## config.mk

```make
export PLATFORM = sky130hd
export DESIGN_NAME = dsa_front_flat
export DESIGN_NICKNAME = d
export VERILOG_FILES = /design/src/hw/rtl/dsa_pkg.sv /design/src/hw/rtl/dsa_if.sv /design/src/hw/rtl/dsa_front.sv /design/src/flat_wrapper.sv
export SDC_FILE = /design/constraint.sdc
export NUM_CORES = 1
export LEC_CHECK = 0
export BUFFER_PORTS_ARGS = -buffer_cell sky130_fd_sc_hd__buf_2
export CAP_MARGIN = 20
export CORE_MARGIN = 5
export CORE_UTILIZATION = 50
export CTS_BUF_LIST = sky130_fd_sc_hd__clkbuf_2
export DETAILED_ROUTE_END_ITERATION = 6
export PLACE_DENSITY = 0.85
export SYNTH_ARGS = -nofsm -noshare
export SYNTH_HDL_FRONTEND = slang
export SYNTH_SLANG_ARGS = --single-unit
```

## constraint.sdc

```tcl
create_clock -name clk -period 4 [get_ports clk]
set_input_delay 0.4 -clock clk [delete_from_list [all_inputs] [get_ports clk]]
set_output_delay 0.4 -clock clk [all_outputs]
set_load 0.03 [all_outputs]
```

## src/hw/rtl/dsa_pkg.sv

```systemverilog
// dsa_pkg: shared types, sizes and codes for the descriptor slot allocator.
// No dependencies.
package dsa_pkg;

    localparam int MAX_SLOTS   = 1024;
    localparam int FRAME_COUNT = 3;
    localparam int SLOT_W      = $clog2(MAX_SLOTS);
    localparam int CNT_W       = SLOT_W + 1;
    localparam int FRAME_W     = 2;
    localparam int FIDX_W      = (FRAME_COUNT > 1) ? $clog2(FRAME_COUNT) : 1;
    localparam int ADDR_W      = 48;
    localparam int CAP_W       = 11;
    localparam int DSIZE_W     = 13;
    localparam int PROD_W      = SLOT_W + DSIZE_W;
    localparam int STAT_W      = 3;
    localparam int ACT_W       = 2;
    localparam int CIDX_W      = 3;
    localparam int TOTAL_W     = CNT_W + $clog2(FRAME_COUNT + 1);

    localparam logic [ACT_W-1:0] ACT_ALLOC  = 2'd0;
    localparam logic [ACT_W-1:0] ACT_FREE   = 2'd1;
    localparam logic [ACT_W-1:0] ACT_DRAIN  = 2'd2;
    localparam logic [ACT_W-1:0] ACT_UNUSED = 2'd3;

    localparam logic [STAT_W-1:0] ST_OK    = 3'd0;
    localparam logic [STAT_W-1:0] ST_FULL  = 3'd1;
    localparam logic [STAT_W-1:0] ST_EMPTY = 3'd2;
    localparam logic [STAT_W-1:0] ST_BAD   = 3'd3;
    localparam logic [STAT_W-1:0] ST_NULL  = 3'd4;

    localparam logic [CIDX_W-1:0] CFG_CAPACITY = 3'd0;
    localparam logic [CIDX_W-1:0] CFG_DSIZE    = 3'd1;
    localparam logic [CIDX_W-1:0] CFG_VISIBLE  = 3'd2;
    localparam logic [CIDX_W-1:0] CFG_CPU_BASE = 3'd3;
    localparam logic [CIDX_W-1:0] CFG_GPU_BASE = 3'd4;

    typedef struct packed {
        logic [CAP_W-1:0]   capacity;
        logic [DSIZE_W-1:0] dsize;
        logic               visible;
        logic [ADDR_W-1:0]  cpu_base;
        logic [ADDR_W-1:0]  gpu_base;
    } cfg_t;

    typedef struct packed {
        logic [ACT_W-1:0]   action;
        logic [ADDR_W-1:0]  addr;
        logic [FRAME_W-1:0] frame;
        logic               is_null;
        logic               frame_bad;
    } cmd_t;

    typedef struct packed {
        logic clearing;
        logic idle;
    } back_stat_t;

endpackage

```

## src/hw/rtl/dsa_if.sv

```systemverilog
// dsa_in_if / dsa_out_if: valid/ready channels of the allocator.
// Depends on dsa_pkg.
interface dsa_in_if;
    logic                        valid;
    logic                        ready;
    logic [dsa_pkg::ACT_W-1:0]   action;
    logic [dsa_pkg::ADDR_W-1:0]  handle_address;
    logic [dsa_pkg::FRAME_W-1:0] frame_slot;

    modport source (output valid, action, handle_address, frame_slot, input ready);
    modport sink   (input valid, action, handle_address, frame_slot, output ready);
endinterface


```

## src/hw/rtl/dsa_front.sv

```systemverilog
// dsa_front: accepts input words, classifies them, queues them two deep.
// Depends on dsa_pkg and dsa_if.
module dsa_front
(
    input  logic                 clk,
    input  logic                 rst_n,
    dsa_in_if.sink               in_ch,
    input  logic                 hold,
    output logic                 q_valid,
    input  logic                 q_ready,
    output dsa_pkg::cmd_t        q_word
);

    dsa_pkg::cmd_t q_reg [2];
    logic       wr_ptr_reg, wr_ptr_next;
    logic       rd_ptr_reg, rd_ptr_next;
    logic [1:0] cnt_reg, cnt_next;
    logic       push, pop;
    dsa_pkg::cmd_t cmd;

    assign in_ch.ready = (cnt_reg != 2'd2) && !hold;
    assign push = in_ch.valid && in_ch.ready;
    assign pop  = q_valid && q_ready;
    assign q_valid = (cnt_reg != 2'd0);
    assign q_word  = q_reg[rd_ptr_reg];

    always_comb
    begin
        cmd.action    = in_ch.action;
        cmd.addr      = in_ch.handle_address;
        cmd.frame     = in_ch.frame_slot;
        cmd.is_null   = (in_ch.handle_address == '0);
        cmd.frame_bad = ({30'd0, in_ch.frame_slot} >= 32'(dsa_pkg::FRAME_COUNT));
        wr_ptr_next   = push ? ~wr_ptr_reg : wr_ptr_reg;
        rd_ptr_next   = pop ? ~rd_ptr_reg : rd_ptr_reg;
        cnt_next      = cnt_reg + {1'b0, push} - {1'b0, pop};
    end

    always_ff @(posedge clk)
    begin
        if (push)
        begin
            q_reg[wr_ptr_reg] <= cmd;
        end
    end

    always_ff @(posedge clk or negedge rst_n)
    begin
        if (!rst_n)
        begin
            wr_ptr_reg <= 1'b0;
            rd_ptr_reg <= 1'b0;
            cnt_reg    <= 2'd0;
        end
        else
        begin
            wr_ptr_reg <= wr_ptr_next;
            rd_ptr_reg <= rd_ptr_next;
            cnt_reg    <= cnt_next;
        end
    end

endmodule

```

## src/flat_wrapper.sv

```systemverilog
// flat-port wrapper written by rule: the top's interface ports become plain ports
module dsa_front_flat 
  (clk, rst_n, hold, q_valid, q_ready, q_word, in_ch_valid, in_ch_action, in_ch_handle_address, in_ch_frame_slot, in_ch_ready);
  dsa_in_if in_ch_i ();
  input  logic clk;
  input  logic rst_n;
  input  logic hold;
  output logic q_valid;
  input  logic q_ready;
  output dsa_pkg::cmd_t q_word;
  input wire logic [$bits(in_ch_i.valid)-1:0] in_ch_valid;
  input wire logic [$bits(in_ch_i.action)-1:0] in_ch_action;
  input wire logic [$bits(in_ch_i.handle_address)-1:0] in_ch_handle_address;
  input wire logic [$bits(in_ch_i.frame_slot)-1:0] in_ch_frame_slot;
  output wire logic [$bits(in_ch_i.ready)-1:0] in_ch_ready;
  assign in_ch_i.valid = in_ch_valid;
  assign in_ch_i.action = in_ch_action;
  assign in_ch_i.handle_address = in_ch_handle_address;
  assign in_ch_i.frame_slot = in_ch_frame_slot;
  assign in_ch_ready = in_ch_i.ready;
  dsa_front u_core (.clk(clk), .rst_n(rst_n), .in_ch(in_ch_i), .hold(hold), .q_valid(q_valid), .q_ready(q_ready), .q_word(q_word));
endmodule
```

==> flow_summary.ini, run 1 <==
[sta]
finalCriticalPeriod_ns = 2.66
finalHoldViolCount = 0
finalSetupViolations = 0
fin_crit_sh_pct = 66.6
fin_skew_ns = 0.0254
maxSlewViolCount = 0
fmax_mhz = 375
rsz0062_at_grt = no
timing.slew.headroom_pct = 33.0
tightest_slew_ns = 1.00
setup_tns_ns = 0

[placed_design]
gp_congestion = 0.738
placedInstanceArea_um2 = 5090
dp.final_hpwl_um = 5560
io_buffers = 112

[floorplan]
die_area_um2 = 10800
die_w_um = 104
die_y_um = 104
start_util_pct = 51.0
io_pins = 113
rows = 34
core_um2 = 8680

[synth]
synth_top_cells_by_count = edfxtp_1, mux2_4, nor4_1
synth-adder-area-share_pct = 0.565
mappedNetlistArea_um2 = 4430
synth.distinct_cells = 19
ys_seq_area_share_pct = 75.5
synth.largest_area_cell = edfxtp_1
synthMostInstantiatedCell = edfxtp_1
synth_edf_count = 108
synth_compound_area_share_pct = 0.311
synth_top_family_by_area = multiplexers
syn_nets = 264
synth_xor_area_share_pct = 0.791
synthTopCellsByArea = edfxtp_1, mux2_4, dfrtp_1
ys_warn_count = 0
avgSynthCellArea_um2 = 21.6
synthSimpleGateAreaFrac_pct = 3.05
synth_seq_cells = 112
synth.top_cell.area_share_pct = 73.3
synthMuxAreaShare_pct = 17.9
ys.flop_type = edfxtp_1
async_flop_share_pct = 3.57
synthCells = 205

[clocking]
clock_path_buffers = 2
cts_tree = yes
cts_hold_buf = 30
clk_pin_slew_ns = 0.25
post-cts-setup-buffers = 0
cts_made_buffers = 9
h-tree-depth = 3
cts-resized-gates = 0
clkLatencyLatePin_ns = 0.55
cts_sinks = 112
cts_root_buffer = clkbuf_2

[pwr]
p_sw_mw = 1.22
power_mw = 3.40
p_comb_share_pct = 37.2
p_leak_nw = 2.25
p_seq_share_pct = 48.8
p_int_mw = 2.18
pwr-share-clk_pct = 14.0
vdd_drop_max_uv = 656
p_sw_share_pct = 35.9
cellPowerDensity_nw_per_um2 = 599

[hold_path]
hp-class = in -> reg

[critical_path]
cp.arrival_ns = 2.26
endpoint_kind = primary output
critPathLaunchType = flop
cp_max_fo = 55
crit_type = reg -> out
critPathRequiredTime_ns = 3.60

[drt]
drt.antenna.violating_nets = 0
drt_iter0_drc = 132
routed_via_density = 5.03
routed_wl_um = 8490
drcViolationCount = 0
via_count = 2436
drt_pre_antenna_iters = 4
wire_per_inst_um = 17.5

[run]
drv_cap = 0

[layout]
largest_reg_flops = 108
fin_util_pct = 65.3
antenna_cells = 0
drive_gt1_share_pct = 48.9
layout.nets = 431
design_area_um2 = 5670
seq_area_um2 = 3350
multiInputGateArea_um2 = 1010
fillers = 614
syn_to_final_growth_pct = 28.1

[grt]
grtUsageTotal_pct = 15.7
grt_pass1_vias = 2656
antenna_found_initial = 0
grt_max_degree = 56
grt_overflow = 0
grt_pass1_wl_um = 13400

[outcome]
status = complete, no violations
==> cells in the final DEF (no fill, tap or decap), types with 3 or more instances in the layout <==
cell type,netlist,routed
buf_2,0,112
buf_4,0,3
clkbuf_2,0,10
dfrtp_1,4,3
dlygate4sd3_1,0,47
edfxtp_1,108,108
inv_1,4,4
mux2_1,5,5
mux2_4,49,49
nand4_1,3,3
nor4_1,12,12
xnor2_1,3,3
==> kinds of logic (layout without fill, tap and decap cells) <==
logic type,Yosys count,in the layout
AO/OA/AOI/OAI,2,2
adder cells (fa/ha/maj),2,2
AND/OR/NAND/NOR,21,21
XOR/XNOR,4,4
multiplexers,54,54
buffers and inverters,10,181
flip-flops,112,112
==> per-stage QoR <==
stage	hold slack [ns]	std cells	worst slack (ns)
floorplan	0.104	205	0.555
global placement	0.209	422	1.85
detailed placement	0.210	422	1.79
CTS	0.000123	467	1.24
global route	-0.00375	484	1.16
finish	0.0618	484	1.34
==> final cells by class <==
cell class | instances | area share, %
timing repair buffer | 162 | 18.6
clock inverter | 5 | 1.04
inverter | 4 | 0.265
sequential | 112 | 59.0
tap | 108 | 2.38
multi-input combinational | 83 | 17.8
clock buffer | 10 | 0.883
==> per-layer routing <==
layer	part of all wire [%]	wire length, µm	GRT usage [%]
met1	41	3450	18.7
met2	53	4500	27.5
met3	5.7	488	4.47
met4	0.55	47	4.72
met5	0	0	0
==> power by group through the flow <==
stage / Sequential [mW] / Clock [mW] / Combinational [mW]
finish: 1.66 / 0.477 / 1.26
global route: 1.68 / 0.542 / 1.33
CTS: 1.66 / 0.492 / 1.26
detailed placement: 1.69 / 0 / 1.24
global placement: 1.68 / 0 / 1.22
floorplan: 1.53 / 0 / 1.11
==> path summary, 6_finish.rpt <==
| kind | start | end | slack (ns) | depth (start not counted) |
|---|---|---|---|---|
| max reg2reg | u_core.cnt_reg[1]$_DFF_PN0_ | u_core.q_reg[1][49]$_DFFE_PP_ | 1.81 | 3 |
| min reg2reg | u_core.cnt_reg[1]$_DFF_PN0_ | u_core.cnt_reg[1]$_DFF_PN0_ | 0.56 | 1 |
| min | in_ch_handle_address[42] | u_core.q_reg[1][46]$_DFFE_PP_ | 0.06 | 1 |
| min in group asynchronous | rst_n | u_core.wr_ptr_reg$_DFFE_PN0N_ | 0.16 | 2 |
| max | u_core.rd_ptr_reg$_DFFE_PN0P_ | q_word[51] | 1.34 | 2 |
| max in group asynchronous | rst_n | u_core.rd_ptr_reg$_DFFE_PN0P_ | 3.70 | 2 |
==> worst max-delay path, stage by stage, from the launching register on <==
cell     delay (ns)
dfrtp_4        1.15
mux2_1         0.39
buf_2          0.18
(Power assumes the default switching activity.)
==> run 2, diff against run 1 <==
==> constraint.sdc (replaced) <==
create_clock -name clk -period 2.59 [get_ports clk]
set_input_delay 0.259 -clock clk [delete_from_list [all_inputs] [get_ports clk]]
set_output_delay 0.259 -clock clk [all_outputs]
set_load 0.03 [all_outputs]
==> run 2 against run 1 <==
Compared with the run above:
- first-iteration DRC count down 27%
- combinational power increased by 68%
- clock skew is 0.0028 ns higher
==> flow_summary.ini, run 2 (same netlist as run 1, synthesis figures left out) <==
[outcome]
status = complete, no violations

[floorplan]
die_y_um = 104
io_pins = 113
core_um2 = 8680
rows = 34
start_util_pct = 51.0
die_area_um2 = 10800
die_w_um = 104

[sta]
fin_ws_ns = 0.192
finalCriticalPeriod_ns = 2.40
hold_ws_ns = 0.105
setup_tns_ns = 0
fin_skew_ns = 0.0282
fin_crit_sh_pct = 92.6
maxSlewViolCount = 0
finalHoldViolCount = 0
rsz0062_at_grt = no
fmax_mhz = 417
finalSetupViolations = 0
timing.slew.headroom_pct = 69.6
tightest_slew_ns = 0.452

[layout]
layout_commonest_cell = buf_2
largest_reg_flops = 108
antenna_cells = 0
layout_common_cells = buf_2, edfxtp_1, dlygate4sd3_1, mux2_4, nor4_1
syn_to_final_growth_pct = 30.8
layout.nets = 442
drive_gt1_share_pct = 48.2
fillers = 580
design_area_um2 = 5790

[drt]
routed_via_density = 5.01
drt_iter0_drc = 96
drt_pre_antenna_iters = 4
wire_per_inst_um = 17.2
drcViolationCount = 0
drt.antenna.violating_nets = 0
via_count = 2485
routed_wl_um = 8530

[placed_design]
placedInstanceArea_um2 = 5120
io_buffers = 112
dp.final_hpwl_um = 5400
dp_slack_ns = 0.807
gp_congestion = 0.728

[grt]
grtUsageMet1_pct = 18.1
top_usage_layer = met2
grt_pass1_wl_um = 13600
grt_use_met2_pct = 28.6
use_met3_pct = 4.66
grt_pass1_vias = 2751
grt_max_degree = 28
grtUsageTotal_pct = 16.0
antenna_found_initial = 0
grt_overflow = 0

[run]
drv_cap = 0

[clocking]
cts_sinks = 112
clk_pin_slew_ns = 0.26
post-cts-setup-buffers = 0
h-tree-depth = 3
cts_tree = yes
cts_root_buffer = clkbuf_2
clock_path_buffers = 2
clkLatencyLatePin_ns = 0.55
cts_made_buffers = 9

[pwr]
cellPowerDensity_nw_per_um2 = 914
p_leak_nw = 2.31
vdd_drop_max_uv = 572

[critical_path]
critPathRequiredTime_ns = 2.33
cp.arrival_ns = 2.14
critPathLaunchType = flop
crit_type = reg -> out
endpoint_kind = primary output
cp_max_fo = 24

[hold_path]
hp-class = in -> reg
[run 2: metal layers]
layer  vias up  part of all wire, %
li1       1176                    -
met1      1197                   40
met2        94                   52
met3        18                  6.1
met4         0                  2.0
met5         -                    0
[run 2: critical path: stages, from the launching register on]
cell	delay, ns
dfrtp_4	0.78
buf_4	0.31
mux2_4	0.32
buf_2	0.18
[run 2: power breakdown]
| group | total (mW) | switching, mW | internal, mW |
|---|---|---|---|
| clock | 0.746 | 0.517 | 0.229 |
| combinational | 2.12 | 1.20 | 0.911 |
| sequential | 2.43 | 0.171 | 2.26 |
| total | 5.29 | 1.89 | 3.40 |
[run 2: metrics by stage]
step           util [%]  instances  power, mW
6_report           66.7        496       5.29
3_3_place_gp       59.1        425       4.50
5_1_grt            66.7        496       5.54
4_1_cts            66.7        496       5.34
2_1_floorplan         -        205       4.07
3_5_place_dp       59.1        425       4.54
[run 2: final cells by class]
cell class,count,area (µm²),area share [%]
clock inverter,5,57.6,0.994
clock buffer,11,55.1,0.951
multi-input combinational,83,1010,17.4
tap,108,135,2.33
sequential,112,3350,57.8
timing repair buffer,173,1170,20.2
inverter,4,15.0,0.259
[run 2: timing repair]
item                       4_1_cts  5_1_grt
hold buffers                    55        0
setup endpoints to repair        0        0
resized for setup                0        0
hold endpoints to repair       111        0
[run 2: worst paths after layout]
path	start	endpoint	slack (ns)	cells past startpoint
max	u_core.rd_ptr_reg$_DFFE_PN0P_	q_word[35]	0.19	3
min	hold	u_core.wr_ptr_reg$_DFFE_PN0N_	0.11	3
max reg2reg	u_core.cnt_reg[1]$_DFF_PN0_	u_core.cnt_reg[1]$_DFF_PN0_	0.84	7
min reg2reg	u_core.cnt_reg[1]$_DFF_PN0_	u_core.cnt_reg[1]$_DFF_PN0_	0.56	1
max in group asynchronous	rst_n	u_core.rd_ptr_reg$_DFFE_PN0P_	1.82	3
min in group asynchronous	rst_n	u_core.rd_ptr_reg$_DFFE_PN0P_	0.58	3
